==> src/rtl/slt_pkg.sv <==
// Shared constants, codes and types for the sorted list table.
package slt_pkg;

    localparam int DEPTH      = 16;
    localparam int VALUE_BITS = 16;
    localparam int ADDR_W     = (DEPTH > 1) ? $clog2(DEPTH) : 1;
    localparam int CNT_W      = $clog2(DEPTH + 1);
    localparam int ENTRY_W    = 16;
    localparam int FUNC_W     = 2;
    localparam int STATUS_W   = 3;

    localparam logic [FUNC_W-1:0] FUNC_ADD    = 2'd0;
    localparam logic [FUNC_W-1:0] FUNC_REMOVE = 2'd1;
    // upper command bit selects list (covers the unused code as well)
    localparam int FUNC_LIST_BIT = 1;

    typedef enum logic [STATUS_W-1:0] {
        ST_ADDED    = 3'd0,
        ST_FULL     = 3'd1,
        ST_REMOVED  = 3'd2,
        ST_NOTFOUND = 3'd3,
        ST_LISTED   = 3'd4,
        ST_EMPTY    = 3'd5
    } status_t;

    typedef enum logic [3:0] {
        S_IDLE,
        S_ADD_RD,
        S_ADD_CMP,
        S_RM_RD,
        S_RM_CMP,
        S_SH_RD,
        S_SH_WR,
        S_LS_RD,
        S_LS_OUT,
        S_RESP
    } state_t;

    typedef struct packed {
        logic                  we;
        logic [ADDR_W-1:0]     waddr;
        logic [VALUE_BITS-1:0] wdata;
        logic [ADDR_W-1:0]     raddr;
    } mem_req_t;

    typedef struct packed {
        status_t            status;
        logic [ENTRY_W-1:0] entry;
        logic               last;
    } result_t;

endpackage

==> src/rtl/sorted_list_table.sv <==
// Sorted list table: add, remove and list over an ordered store of DEPTH values.
// Add walks down from the top, moving each larger entry up a slot; remove compares the
// entries held until it finds the value, then pulls later ones down; full add and empty
// list skip the walk. Then the status is offered; list offers each entry in turn.
// A result reaches m_tvalid through the output register; s_tready is high only when idle.
// aresetn (synchronous, active low) empties the table; stored values are not cleared.
module sorted_list_table
    import slt_pkg::*;
(
    input  logic                 aclk,
    input  logic                 aresetn,
    input  logic                 s_tvalid,
    output logic                 s_tready,
    input  logic [15:0]          s_tdata,   // [15:0] value
    input  logic [FUNC_W-1:0]    s_tuser,   // [1:0] func
    output logic                 m_tvalid,
    input  logic                 m_tready,
    output logic [ENTRY_W-1:0]   m_tdata,   // [15:0] entry
    output logic [STATUS_W-1:0]  m_tuser,   // [2:0] status
    output logic                 m_tlast
);

    mem_req_t              mem_req;
    logic [VALUE_BITS-1:0] mem_rdata;
    logic                  res_valid;
    logic                  res_ready;
    result_t               res;
    logic                  m_tvalid_reg;
    result_t               out_reg;

    slt_mem u_mem (
        .aclk  (aclk),
        .req   (mem_req),
        .rdata (mem_rdata)
    );

    slt_seq u_seq (
        .aclk      (aclk),
        .aresetn   (aresetn),
        .cmd_valid (s_tvalid),
        .cmd_ready (s_tready),
        .cmd_func  (s_tuser),
        .cmd_value (VALUE_BITS'(s_tdata)),
        .mem_req   (mem_req),
        .mem_rdata (mem_rdata),
        .res_valid (res_valid),
        .res_ready (res_ready),
        .res       (res)
    );

    assign res_ready = !m_tvalid_reg || m_tready;

    always_ff @(posedge aclk) begin
        if (!aresetn) begin
            m_tvalid_reg <= 1'b0;
        end else if (res_ready) begin
            m_tvalid_reg <= res_valid;
        end
        if (res_valid && res_ready) begin
            out_reg <= res;
        end
    end

    assign m_tvalid = m_tvalid_reg;
    assign m_tdata  = out_reg.entry;
    assign m_tuser  = out_reg.status;
    assign m_tlast  = out_reg.last;

endmodule

==> src/rtl/slt_mem.sv <==
// Entry store: one write port, one registered read port.
module slt_mem
    import slt_pkg::*;
(
    input  logic                  aclk,
    input  mem_req_t              req,
    output logic [VALUE_BITS-1:0] rdata
);

    logic [VALUE_BITS-1:0] mem [DEPTH];
    logic [VALUE_BITS-1:0] rdata_reg;

    always_ff @(posedge aclk) begin
        if (req.we) begin
            mem[req.waddr] <= req.wdata;
        end
        rdata_reg <= mem[req.raddr];
    end

    assign rdata = rdata_reg;

endmodule

==> src/rtl/slt_seq.sv <==
// Command sequencer with the shared compare unit that walks the store.
module slt_seq
    import slt_pkg::*;
(
    input  logic                  aclk,
    input  logic                  aresetn,
    input  logic                  cmd_valid,
    output logic                  cmd_ready,
    input  logic [FUNC_W-1:0]     cmd_func,
    input  logic [VALUE_BITS-1:0] cmd_value,
    output mem_req_t              mem_req,
    input  logic [VALUE_BITS-1:0] mem_rdata,
    output logic                  res_valid,
    input  logic                  res_ready,
    output result_t               res
);

    state_t                state_reg, state_next;
    logic [CNT_W-1:0]      count_reg, count_next;
    logic [CNT_W-1:0]      idx_reg, idx_next;
    logic [VALUE_BITS-1:0] val_reg, val_next;
    status_t               stat_reg, stat_next;
    logic [CNT_W-1:0]      idx_inc;
    logic [CNT_W-1:0]      idx_dec;
    logic                  rd_gt;
    logic                  rd_eq;
    logic                  take;

    assign idx_inc = idx_reg + CNT_W'(1);
    assign idx_dec = idx_reg - CNT_W'(1);
    // the one compare unit, shared by the add and remove walks over the store
    assign rd_gt   = mem_rdata > val_reg;
    assign rd_eq   = mem_rdata == val_reg;
    assign take    = res_valid && res_ready;

    always_ff @(posedge aclk) begin
        if (!aresetn) begin
            state_reg <= S_IDLE;
            count_reg <= '0;
        end else begin
            state_reg <= state_next;
            count_reg <= count_next;
        end
        idx_reg  <= idx_next;
        val_reg  <= val_next;
        stat_reg <= stat_next;
    end

    always_comb begin
        state_next    = state_reg;
        count_next    = count_reg;
        idx_next      = idx_reg;
        val_next      = val_reg;
        stat_next     = stat_reg;
        cmd_ready     = 1'b0;
        mem_req.we    = 1'b0;
        mem_req.waddr = idx_reg[ADDR_W-1:0];
        mem_req.wdata = val_reg;
        mem_req.raddr = idx_reg[ADDR_W-1:0];
        res_valid     = 1'b0;
        res.status    = stat_reg;
        res.entry     = '0;
        res.last      = 1'b1;

        unique case (state_reg)
            S_IDLE: begin
                cmd_ready = 1'b1;
                if (cmd_valid) begin
                    val_next = cmd_value;
                    if (cmd_func[FUNC_LIST_BIT]) begin
                        idx_next = '0;
                        if (count_reg == '0) begin
                            stat_next  = ST_EMPTY;
                            state_next = S_RESP;
                        end else begin
                            state_next = S_LS_RD;
                        end
                    end else if (cmd_func == FUNC_REMOVE) begin
                        idx_next   = '0;
                        state_next = S_RM_RD;
                    end else if (count_reg == CNT_W'(DEPTH)) begin
                        stat_next  = ST_FULL;
                        state_next = S_RESP;
                    end else begin
                        idx_next   = count_reg;
                        state_next = S_ADD_RD;
                    end
                end
            end
            // add walks down from the top, shifting larger entries up one slot
            S_ADD_RD: begin
                mem_req.raddr = idx_dec[ADDR_W-1:0];
                if (idx_reg == '0) begin
                    mem_req.we = 1'b1;
                    count_next = count_reg + CNT_W'(1);
                    stat_next  = ST_ADDED;
                    state_next = S_RESP;
                end else begin
                    state_next = S_ADD_CMP;
                end
            end
            S_ADD_CMP: begin
                mem_req.we = 1'b1;
                if (rd_gt) begin
                    mem_req.wdata = mem_rdata;
                    idx_next      = idx_dec;
                    state_next    = S_ADD_RD;
                end else begin
                    count_next = count_reg + CNT_W'(1);
                    stat_next  = ST_ADDED;
                    state_next = S_RESP;
                end
            end
            S_RM_RD: begin
                if (idx_reg == count_reg) begin
                    stat_next  = ST_NOTFOUND;
                    state_next = S_RESP;
                end else begin
                    state_next = S_RM_CMP;
                end
            end
            S_RM_CMP: begin
                if (rd_eq) begin
                    state_next = S_SH_RD;
                end else begin
                    idx_next   = idx_inc;
                    state_next = S_RM_RD;
                end
            end
            // close the gap: pull each later entry down one slot
            S_SH_RD: begin
                mem_req.raddr = idx_inc[ADDR_W-1:0];
                if (idx_inc == count_reg) begin
                    count_next = count_reg - CNT_W'(1);
                    stat_next  = ST_REMOVED;
                    state_next = S_RESP;
                end else begin
                    state_next = S_SH_WR;
                end
            end
            S_SH_WR: begin
                mem_req.we    = 1'b1;
                mem_req.wdata = mem_rdata;
                idx_next      = idx_inc;
                state_next    = S_SH_RD;
            end
            S_LS_RD: begin
                state_next = S_LS_OUT;
            end
            S_LS_OUT: begin
                res_valid  = 1'b1;
                res.status = ST_LISTED;
                res.entry  = ENTRY_W'(mem_rdata);
                res.last   = idx_inc == count_reg;
                if (take) begin
                    idx_next   = idx_inc;
                    state_next = res.last ? S_IDLE : S_LS_RD;
                end
            end
            S_RESP: begin
                res_valid = 1'b1;
                if (take) begin
                    state_next = S_IDLE;
                end
            end
            default: begin
                state_next = S_IDLE;
            end
        endcase
    end

    a_count_bound: assert property (@(posedge aclk) disable iff (!aresetn)
        count_reg <= CNT_W'(DEPTH))
        else $error("entry count exceeds depth");

    a_write_in_range: assert property (@(posedge aclk) disable iff (!aresetn)
        mem_req.we |-> idx_reg < CNT_W'(DEPTH) && idx_reg <= count_reg)
        else $error("store write outside the filled region");

    a_remove_shrinks: assert property (@(posedge aclk) disable iff (!aresetn)
        (state_reg == S_SH_RD && idx_inc == count_reg)
        |=> count_reg == $past(count_reg) - CNT_W'(1))
        else $error("remove did not decrement count");

    a_last_ends_item: assert property (@(posedge aclk) disable iff (!aresetn)
        (take && res.last) |=> state_reg == S_IDLE)
        else $error("final result did not end the item");

    a_busy_not_ready: assert property (@(posedge aclk) disable iff (!aresetn)
        (state_reg != S_IDLE) |-> !cmd_ready)
        else $error("ready while an item is in progress");

endmodule
==> config.mk <==
export PLATFORM = sky130hd
export DESIGN_NAME = sorted_list_table
export DESIGN_NICKNAME = d
export VERILOG_FILES = /design/src/rtl/slt_pkg.sv /design/src/rtl/sorted_list_table.sv /design/src/rtl/slt_mem.sv /design/src/rtl/slt_seq.sv
export SDC_FILE = /design/constraint.sdc
export NUM_CORES = 1
export LEC_CHECK = 0
export ABC_AREA = 1
export BUFFER_PORTS_ARGS = -buffer_cell sky130_fd_sc_hd__buf_2
export CAP_MARGIN = 30
export CORE_UTILIZATION = 60
export DETAILED_ROUTE_END_ITERATION = 16
export PLACE_DENSITY = 0.77
export SYNTH_ARGS = -nofsm -noshare
export SYNTH_HDL_FRONTEND = slang
export SYNTH_SLANG_ARGS = --single-unit
export TNS_END_PERCENT = 1
==> constraint.sdc <==
create_clock -name aclk -period 3.95 [get_ports aclk]
set_input_delay 0.79 -clock aclk [delete_from_list [all_inputs] [get_ports aclk]]
set_output_delay 0.79 -clock aclk [all_outputs]
set_load 0.005 [all_outputs]
==> metrics, run 1 <==
Via Count 9745; # IOs between 40 and 50; number of buffers created by CTS 34; clk slew on worst S/H paths 0.06 ns; final WL 34.13 mm; flip-flop count of the largest register after layout 256; number of max-slew violations in the final report 0; total half-perimeter wirelength after legalization and detailed placement 21.11 mm; ratio of routed vias to standard cells 5.759; global-route wire length before repair just over 50 mm; TritonCTS clock tree yes; minimum hold slack 0.4499 ns; transition at the pin with the smallest max-transition slack 0.9617 ns; worst-case clock buffer depth 3; Final WS setup 0.8051 ns; nets@finish 1394; result of the run complete, no violations; number of maximum-capacitance violations 0; share of layout cells above drive strength 1 0.1254; remaining global-route overflow 0; floorplan row count between 50 and 60; number of port buffers 43; final setup vio count 0; clock sink count 326; clock root cell clkbuf_16; post-layout min period 3.145 ns; share of synthesized area occupied by flip-flops and latches 0.6620; worst min-delay path category input pin to flip-flop; fraction of the cycle the final worst path needs 0.7962; Slew HR 0.3546; Worst Setup Slack post-DPL 0.9033 ns; post-synth net total 1327; Power per Cell Area 845.0 mW/mm2; highest-count cells in the layout ignoring fill and taps edfxtp_1, nand2_1, inv_1, nand3_1, o211ai_1; clk_lat worst skew 0.52 ns; initial core utilization 0.6132; Iteration-0 DRC Markers around 1100; crit start category flip-flop; most flop-heavy register u_mem.mem; mean routed wirelength per cell just over 20 um; area of the mapped netlist 0.01439 mm2; average cell area after synthesis 11.24 um2; worst path arrival time 3.34 ns; number of instances in the synthesized netlist ~1300; maximum fanout along the worst path 10; final number of hold-violating endpoints 0; Yosys warning count 0; setup bufs post-CTS 0; drt pass-1 iters 5; standard cell core area roughly 0.023 mm2; area grow syn2layout 12.53%; worst setup path category flip-flop to flip-flop; setup clock skew after layout 0.01844 ns; DRC 0; die area 0.02461 mm2; maximum ir drop on the vdd rail 0.6145 mV; number of global-route vias before repair 9071; sum of negative setup slack 0 ns; overall die width 156.9 um; post-layout utilization of the core 0.6901; height of the chip 156.9 um; Layout fillers ~1600; number of antenna violations at the first check in global routing 1; type of destination of the critical path flip-flop; Post-DRT Antenna Nets 0; unrepaired setup endpoints after global routing no; number of storage elements in the synthesis netlist 326; number of buffers inserted for hold repair after clock tree synthesis 0; worst endpoint required time 4.14 ns; final weighted congestion in routability-driven placement between 0.9 and 1; most common cell after layout, fill and taps aside edfxtp_1; GRT Util Overall 0.2886; CTS resizes 0; level count of the clock H-tree 2; unique cell type count in the Yosys netlist 36; maximum clock frequency 318.0 MHz; leakage power figure 6.379 nW; pin count of the biggest net entering global routing 110
==> per-stage QoR <==
stage	std cells	power, mW	cell area [um2]
after floorplan	1281	8.955	14390
after global placement	1630	10.31	15080
after detailed placement	1631	10.44	15090
after CTS	1691	13.63	16200
after global routing	1692	14.45	16200
final	1692	13.69	16200
==> cell usage after synthesis <==
| master | number | area [um2] |
|---|---|---|
| edfxtp_1 | 300 | 9009 |
| nand2_1 | 237 | 889.6 |
| inv_1 | 213 | 799.5 |
| nand3_1 | 133 | 665.6 |
| o211ai_1 | 131 | 983.4 |
| nor2_1 | 66 | 247.7 |
| buf_2 | 29 | 145.1 |
| dfxtp_1 | 26 | 520.5 |
| ha_1 | 23 | 287.8 |
| o21ai_0 | 23 | 115.1 |
| a21oi_1 | 17 | 85.08 |
| buf_6 | 13 | 146.4 |
| buf_4 | 10 | 75.07 |
| inv_2 | 7 | 26.28 |
| nor3_1 | 6 | 30.03 |
| xor2_1 | 6 | 52.55 |
| nand4_1 | 5 | 31.28 |
| xnor2_1 | 5 | 43.79 |
| a31oi_1 | 4 | 25.02 |
| clkbuf_1 | 4 | 15.01 |
| nand2_2 | 4 | 25.02 |
| nor4_1 | 3 | 18.77 |
| nor2_2 | 2 | 12.51 |
| nor2_4 | 2 | 22.52 |
| a211oi_1 | 1 | 7.510 |
| a21o_1 | 1 | 7.510 |
| a21oi_4 | 1 | 16.27 |
| a32oi_1 | 1 | 8.760 |
| clkinv_1 | 1 | 3.750 |
| fa_1 | 1 | 20.02 |
| nand2_4 | 1 | 11.26 |
| o21ai_2 | 1 | 8.760 |
| o21ai_4 | 1 | 16.27 |
| o221ai_1 | 1 | 8.760 |
| o22ai_1 | 1 | 6.260 |
| or2_2 | 1 | 6.260 |
==> power by group <==
| part | switching [mW] | total [mW] | internal (mW) |
|---|---|---|---|
| registers | 0.237 | 4.85 | 4.62 |
| clock network | 1.27 | 3.17 | 1.90 |
| logic | 3.99 | 5.66 | 1.67 |
==> metal layers <==
metal / track usage / wire length [um] / vias up
met3: 0.05456 / 3275 / 81
met5: 0 / 0 / -
met4: 0.1321 / 1382 / 0
li1: - / - / 4561
met2: 0.4529 / 15840 / 468
met1: 0.3919 / 13630 / 4635
==> cell families after synthesis <==
logic type               Yosys count  share of synthesized area
adder cells (fa/ha/maj)           24                    0.02138
flip-flops                       326                     0.6620
buffers and inverters            277                    0.08414
XOR/XNOR                          11                   0.006693
AND/OR/NAND/NOR                  460                     0.1362
AO/OA/AOI/OAI                    183                    0.08954
==> worst paths after layout <==
kind	from	to	slack (ns)	cells after the start
max	u_seq.idx_reg[0]	u_mem.mem[10][3]	0.81	11
min	s_tdata[15]	u_seq.val_reg[15]	0.45	1
max reg2reg	u_seq.idx_reg[0]	u_mem.mem[10][3]	0.81	11
min reg2reg	u_seq.stat_reg[2]	m_tuser[2]	0.54	1
==> cell type report <==
class,instances,area [um2],area share
multi-input combinational,678,3710,0.2290
timing repair buffer,87,618.1,0.03816
clock buffer,45,912.1,0.05631
tap,319,399.1,0.02464
clock inverter,15,197.7,0.01220
antenna,1,2.502,0.0001545
sequential,326,9529,0.5883
inverter,221,829.5,0.05121
==> worst max-delay path, stage by stage, from the launching register on <==
cell      delay [ns]
edfxtp_1        0.50
inv_1           0.20
ha_1            0.32
nand2_1         0.12
nor2_1          0.13
inv_1           0.08
nor2_1          0.15
nor2_1          0.18
inv_1           0.14
nand2_1         0.16
nor2_2          0.49
buf_4           0.36
Note: power is estimated with default switching activity, not from simulation.
==> run 2: changes to the inputs <==
--- a/config.mk
+++ b/config.mk
@@ -5,7 +5,7 @@
 export SDC_FILE = /design/constraint.sdc
 export NUM_CORES = 1
 export LEC_CHECK = 0
-export ABC_AREA = 1
+export ABC_AREA = 0
 export BUFFER_PORTS_ARGS = -buffer_cell sky130_fd_sc_hd__buf_2
 export CAP_MARGIN = 30
 export CORE_UTILIZATION = 60
==> constraint.sdc (replaced) <==
create_clock -name aclk -period 3.3 [get_ports aclk]
set_input_delay 0.66 -clock aclk [delete_from_list [all_inputs] [get_ports aclk]]
set_output_delay 0.66 -clock aclk [all_outputs]
set_load 0.005 [all_outputs]
==> metrics, run 2 <==
result of the run complete, no violations; net switching power 5.073 mW (-7.7%); ratio of routed vias to standard cells 6.542 (+14%); number of instances in the synthesized netlist 733 (-43%); main flop type after synthesis edfxtp_1; part of the total power dissipated in combinational logic 0.376 (-0.038); maximum fanout along the worst path 17 (+7); remaining global-route overflow 0 (unchanged); total half-perimeter wirelength after legalization and detailed placement 17.87 mm (-15%); Worst Setup Slack post-DPL 0.1052 ns (-0.7981 ns); worst path cell trace inv_1, ha_1, nand4_1, nor3_1, a21bo_1, a31oi_2, o211ai_2, buf_12, mux2_1; worst min-delay path category input pin to flip-flop; flip-flop and latch area 0.009529 mm2 (unchanged); level count of the clock H-tree 2 (unchanged); standard cell core area 0.02189 mm2 (-6.7%); nets@finish 863 (-38%); number of port buffers 43 (unchanged); portion of total power attributed to sequential cells 0.367 (+0.012); number of buffer and inverter instances along the worst setup path 2 (-2); floorplan row count 54 (-3.6%); Final WS setup 0.2060 ns (-0.5992 ns); area of combinational cells with multiple inputs 0.003707 mm2 (about the same); overall die width 151.7 um (-3.3%); DRC 0 (unchanged); max incr delay on CP 0.56 ns (+0.06 ns); unique cell type count in the Yosys netlist 62 (+72%); initial core utilization 0.6141 (+0.0009208); worst-case clock buffer depth 3 (unchanged); Power per Cell Area 1036 mW/mm2 (+23%); leakage power figure 5.329 nW (-16%); setup bufs post-CTS 0 (unchanged); number of instances on the worst hold path 1 (unchanged); final weighted congestion in routability-driven placement 0.8986 (-2.6%); worst endpoint required time 3.45 ns (-0.69 ns); capture endpoint of the worst hold path u_seq.val_reg[0]; mean routed wirelength per cell 27.28 um (+35%); FF-to-FF End u_mem.mem[12][7]; final setup vio count 0 (unchanged); global-route wire length before repair 44.74 mm (-13%); top post-synthesis cells by area edfxtp_1, mux4_2, dfxtp_1, ha_1, mux2_1; setup clock skew after layout 0.02461 ns (+0.006170 ns); GRT Util Overall 0.2757 (-0.01285); average cell area after synthesis 18.34 um2 (+63%); pin count of the biggest net entering global routing 47 (-57%); most flop-heavy register u_mem.mem; sum of negative setup slack 0 ns (unchanged); flip-flop count of the largest register after layout 256 (unchanged); Yosys warning count 0 (unchanged); final number of hold-violating endpoints 0 (unchanged); drt pass-1 iters 5 (unchanged); number of global-route vias before repair 7398 (-18%); origin of the worst min-delay path s_tdata[0]; number of buffers inserted for hold repair after clock tree synthesis 0 (unchanged); clock root cell clkbuf_16; die area 0.02301 mm2 (-6.5%); fraction of registers with async set or reset after synthesis 0 (unchanged); number of buffers created by CTS 34 (unchanged); Yosys top cell area share 0.6701 (+0.04421); fraction of the cycle the final worst path needs 0.9376 (+0.1414); worst path arrival time 3.25 ns (-0.09 ns); clk slew on worst S/H paths 0.06 ns (about the same); type of destination of the critical path flip-flop; area of the mapped netlist 0.01344 mm2 (-6.6%); Slew HR 0.4881 (+0.1336); kind of cell adding the most delay to the critical path compound AO/OA/AOI/OAI gates; number of storage elements in the synthesis netlist 326 (unchanged); Post-DRT Antenna Nets 0 (unchanged); ANT cells 0 (-1); number of antenna violations at the first check in global routing 0 (-1); share of synthesized area occupied by flip-flops and latches 0.7088 (+0.04676); FF-to-FF path depth 9 (-2); share of layout cells above drive strength 1 0.2747 (+0.1493); highest-count cells in the layout ignoring fill and taps edfxtp_1, mux4_2, buf_2, nor2_1, clkbuf_16; PnR Total Power 16.03 mW (+17%); worst-case register-to-register setup slack 0.21 ns (-0.60 ns); cell type with the largest total area after synthesis edfxtp_1; Via Count 7334 (-25%); maximum clock frequency 323.2 MHz (+1.6%); worst setup path category flip-flop to flip-flop; top cell types by occurrence after synthesis edfxtp_1, mux4_2, nor2_1; final WL 30.58 mm (-10%); area grow syn2layout 15.05%; clock sink count 326 (unchanged); number of maximum-capacitance violations 0 (unchanged); post-layout min period 3.094 ns (-0.05085 ns); worst r2r src u_seq.val_reg[15]; post-synth net total 779 (-41%); unrepaired setup endpoints after global routing no; slowest stage cell on the critical path mux2_1; transition at the pin with the smallest max-transition slack 0.7650 ns (-0.1968 ns); most common cell after layout, fill and taps aside edfxtp_1; Int Pwr 10.95 mW (+34%); height of the chip 151.7 um (-3.3%); TritonCTS clock tree yes; crit start category flip-flop; Iteration-0 DRC Markers 668 (-38%); critical path depth in cells 9 (-2); maximum ir drop on the vdd rail 0.4919 mV (-20%); Switching Share 0.3165 (-0.08510); Layout fillers 1300 (-19%); # IOs 44 (unchanged); clk_lat worst skew 0.51 ns (about the same); library cell with the highest instance count after synthesis edfxtp_1; number of enable flip-flop cells after synthesis 300 (unchanged); number of max-slew violations in the final report 0 (unchanged); clock network power share 0.257 (+0.025)
[run 2: changes by cell type in the layout (fill, tap and decap cells not counted), sizes merged, moves of 7 or more]
cell	previous run	this run
and2	0	17
mux2	0	16
buf	87	80
nor2	70	38
mux4	0	80
o21ai	25	13
nand2b	0	7
nand3	133	11
nand2	242	31
o211ai	131	2
inv	223	28
clkbuf	45	37
[run 2: cells by family (layout without fill, tap and decap cells)]
group | after synthesis | count (layout) | synth area share
compound gates | 70 | 70 | 0.03564
simple gates | 140 | 140 | 0.05277
fa+ha+maj | 24 | 24 | 0.02289
xor+xnor | 15 | 15 | 0.01173
mux | 99 | 99 | 0.1506
flops | 326 | 326 | 0.7088
buf+inv | 59 | 167 | 0.01759
[run 2: worst max path at each step]
stage / from / to / slack (ns)
2_1_floorplan: u_seq.idx_reg[1] / u_mem.mem[1][0] / 0.18
3_3_place_gp: u_seq.val_reg[15] / u_mem.mem[14][0] / 0.33
3_5_place_dp: u_seq.val_reg[15] / u_mem.mem[4][0] / 0.11
4_1_cts: u_seq.val_reg[15] / u_mem.mem[6][0] / 0.08
5_1_grt: u_seq.val_reg[15] / u_mem.mem[14][7] / 0.09
6_report: u_seq.val_reg[15] / u_mem.mem[12][7] / 0.21
[run 2: layout make-up]
type / count / share of cell area
inverter: 27 / 0.006552
sequential: 326 / 0.6161
timing repair buffer: 80 / 0.03673
tap: 280 / 0.02265
multi-input combinational: 348 / 0.2397
clock inverter: 23 / 0.02055
clock buffer: 37 / 0.05776
[run 2: routing by layer]
metal	vias to the layer above	part of all wire	global-route usage
met1	3706	0.40	0.3806
li1	3089	-	-
met2	468	0.48	0.4420
met5	-	0	0
met3	71	0.096	0.05689
met4	0	0.027	0.09208
[run 2: worst reg2reg max path, stage by stage (launching register included)]
cell	delay (ns)
edfxtp_1	0.36
inv_1	0.05
ha_1	0.31
nand4_1	0.15
nor3_1	0.36
a21bo_1	0.27
a31oi_2	0.30
o211ai_2	0.15
buf_12	0.22
mux2_1	0.57
[run 2: metrics by stage]
step / cell area (um2) / util / hold slack (ns) / instances
6_report: 15470 / 0.7066 / 0.3459 / 1121
5_1_grt: 15470 / 0.7066 / 0.3329 / 1121
4_1_cts: 15460 / 0.7064 / 0.3316 / 1121
3_5_place_dp: 14250 / 0.6511 / 0.4942 / 1061
3_3_place_gp: 14250 / 0.6511 / 0.4945 / 1061
2_1_floorplan: 13440 / - / 0.4818 / 733
[run 2: timing repair]
action                                  CTS  global route
endpoints found under the setup margin    0            16
gates resized for setup                   0             1
endpoints found under the hold margin     0             0
[run 2: power groups by stage]
stage	combinational, mW	sequential [mW]	clock, mW
6_report	6.02	5.88	4.12
2_1_floorplan	4.37	5.71	0
4_1_cts	6.06	5.87	4.17
3_3_place_gp	5.81	5.89	0
3_5_place_dp	5.95	5.94	0
5_1_grt	6.43	5.92	4.31
==> run 3: changes to the inputs <==
--- a/config.mk
+++ b/config.mk
@@ -8,9 +8,11 @@
 export ABC_AREA = 0
 export BUFFER_PORTS_ARGS = -buffer_cell sky130_fd_sc_hd__buf_2
 export CAP_MARGIN = 30
-export CORE_UTILIZATION = 60
+export CELL_PAD_IN_SITES_DETAIL_PLACEMENT = 1
+export CELL_PAD_IN_SITES_GLOBAL_PLACEMENT = 1
+export CORE_UTILIZATION = 54
 export DETAILED_ROUTE_END_ITERATION = 16
-export PLACE_DENSITY = 0.77
+export PLACE_DENSITY_LB_ADDON = 0.1
 export SYNTH_ARGS = -nofsm -noshare
 export SYNTH_HDL_FRONTEND = slang
 export SYNTH_SLANG_ARGS = --single-unit
==> metrics, run 3 (same netlist as run 2, synthesis figures left out) <==
clock sink count 326 (unchanged); most flop-heavy register u_mem.mem; drt pass-1 iters 4 (-1); sum of negative setup slack 0 ns (unchanged); floorplan row count 57 (+5.6%); clk_lat worst skew 0.51 ns (about the same); mean routed wirelength per cell 27.98 um (+2.6%); final weighted congestion in routability-driven placement 0.8253 (-8.2%); number of max-slew violations in the final report 0 (unchanged); PnR Total Power 15.57 mW (-2.9%); leakage power figure 5.294 nW (-0.66%); post-route cell area 0.01546 mm2 (about the same); initial core utilization 0.5512 (-0.06295); global-route wire length before repair 49.06 mm (+9.7%); worst endpoint required time 3.46 ns (about the same); post-layout utilization of the core 0.6337 (-0.07283); FF-to-FF path depth 9 (unchanged); GRT Util Overall 0.2677 (-0.008054); most common cell after layout, fill and taps aside edfxtp_1; ANT cells 0 (unchanged); number of instances on the worst hold path 1 (unchanged); number of global-route vias before repair 7649 (+3.4%); ratio of routed vias to standard cells 6.208 (-5.1%); fraction of the cycle the final worst path needs 0.9435 (+0.005951); total half-perimeter wirelength after legalization and detailed placement 20.82 mm (+17%); number of buffers created by CTS 35 (+2.9%); remaining global-route overflow 0 (unchanged); worst min-delay path category input pin to flip-flop; pin count of the biggest net entering global routing 33 (-30%); worst path arrival time 3.27 ns (+0.02 ns); Slew HR 0.4987 (+0.01055); flip-flop count of the largest register after layout 256 (unchanged); number of antenna violations at the first check in global routing 1 (+1); height of the chip 159.8 um (+5.3%); Iteration-0 DRC Markers 640 (-4.2%); clock root cell clkbuf_16; # IOs 44 (unchanged); clk slew on worst S/H paths 0.06 ns (about the same); capture endpoint of the worst hold path u_seq.val_reg[10]; worst r2r src u_seq.val_reg[15]; minimum hold slack 0.3337 ns (-0.01218 ns); number of maximum-capacitance violations 0 (unchanged); flip-flop and latch area 0.009529 mm2 (unchanged); final number of hold-violating endpoints 0 (unchanged); die area 0.02553 mm2 (+11%); nets@finish 868 (+0.58%); DRC 0 (unchanged); crit start category flip-flop; highest-count cells in the layout ignoring fill and taps edfxtp_1, mux4_2, buf_2, clkbuf_16, nor2_1; Post-DRT Antenna Nets 0 (unchanged); area of combinational cells with multiple inputs 0.003712 mm2 (+0.13%); placed cell areas 0.01438 mm2 (+0.90%); worst-case clock buffer depth 3 (unchanged); Power per Cell Area 1007 mW/mm2 (-2.8%); Layout fillers 2123 (+63%); final setup vio count 0 (unchanged); maximum fanout along the worst path 17 (unchanged); TritonCTS clock tree yes; level count of the clock H-tree 2 (unchanged); setup clock skew after layout 0.02339 ns (-0.001221 ns); number of port buffers 43 (unchanged); transition at the pin with the smallest max-transition slack 0.7492 ns (-0.01576 ns); worst-case register-to-register setup slack 0.19 ns (-0.02 ns); final WL 32.73 mm (+7.0%); FF-to-FF End u_mem.mem[8][11]; type of destination of the critical path flip-flop; share of layout cells above drive strength 1 0.2837 (+0.009015); maximum clock frequency 321.2 MHz (-0.63%); origin of the worst min-delay path s_tdata[10]; overall die width 159.8 um (+5.3%); worst setup path category flip-flop to flip-flop; post-layout min period 3.114 ns (+0.01964 ns); unrepaired setup endpoints after global routing no; standard cell core area 0.02439 mm2 (+11%); maximum ir drop on the vdd rail 0.6028 mV (+23%); Crit. Startpoint u_seq.val_reg[15]; result of the run complete, no violations; Via Count 7263 (-0.97%); area grow syn2layout 14.97% (about the same)
==> run 3: cell type report <==
cell class / count / share of cell area
Sequential cell: 326 / 0.6165
Multi-Input combinational cell: 348 / 0.2402
Clock buffer: 41 / 0.06152
Timing Repair Buffer: 84 / 0.04112
Tap cell: 324 / 0.02623
Clock inverter: 20 / 0.007933
Inverter: 27 / 0.006557
==> run 3: critical path, stage by stage, from the launching register on <==
cell and delay (ns):
edfxtp_1 0.34, inv_1 0.04, ha_1 0.33, nand4_1 0.17, nor3_1 0.37, a21bo_1 0.27
a31oi_2 0.32, o211ai_2 0.15, buf_12 0.22, mux2_1 0.53
==> run 3: worst max path at each step <==
stage	slack [ns]	to
global route	0.003	u_mem.mem[9][8]
global placement	0.26	u_mem.mem[15][0]
CTS	0.004	u_mem.mem[4][0]
floorplan	0.18	u_mem.mem[1][0]
detailed placement	0.01	u_mem.mem[14][0]
finish	0.19	u_mem.mem[8][11]
==> run 3: what timing repair did <==
item	in CTS	in global routing
hold buffers	0	0
setup buffers	0	0
endpoints found under the setup margin	0	46
resized for setup	0	4
==> run 3: per-layer routing <==
layer,GRT usage,wire [um],vias up
met2,0.4351,15980,334
met3,0.04857,2588,38
met4,0.06753,521,0
met1,0.3797,13640,3787
li1,-,-,3104
met5,0,0,-
==> run 3: power by group <==
| group | total, mW | internal [mW] | switching (mW) |
|---|---|---|---|
| clock network | 3.66 | 2.13 | 1.53 |
| logic | 6.05 | 2.86 | 3.19 |
| registers | 5.85 | 5.47 | 0.384 |
==> run 3: through the flow <==
| step | cells | setup WS (ns) |
|---|---|---|
| final | 1170 | 0.1863 |
| after global routing | 1170 | 0.003139 |
| after CTS | 1170 | 0.004110 |
| after detailed placement | 1109 | 0.01433 |
| after global placement | 1109 | 0.2601 |
| after floorplan | 733 | 0.1847 |
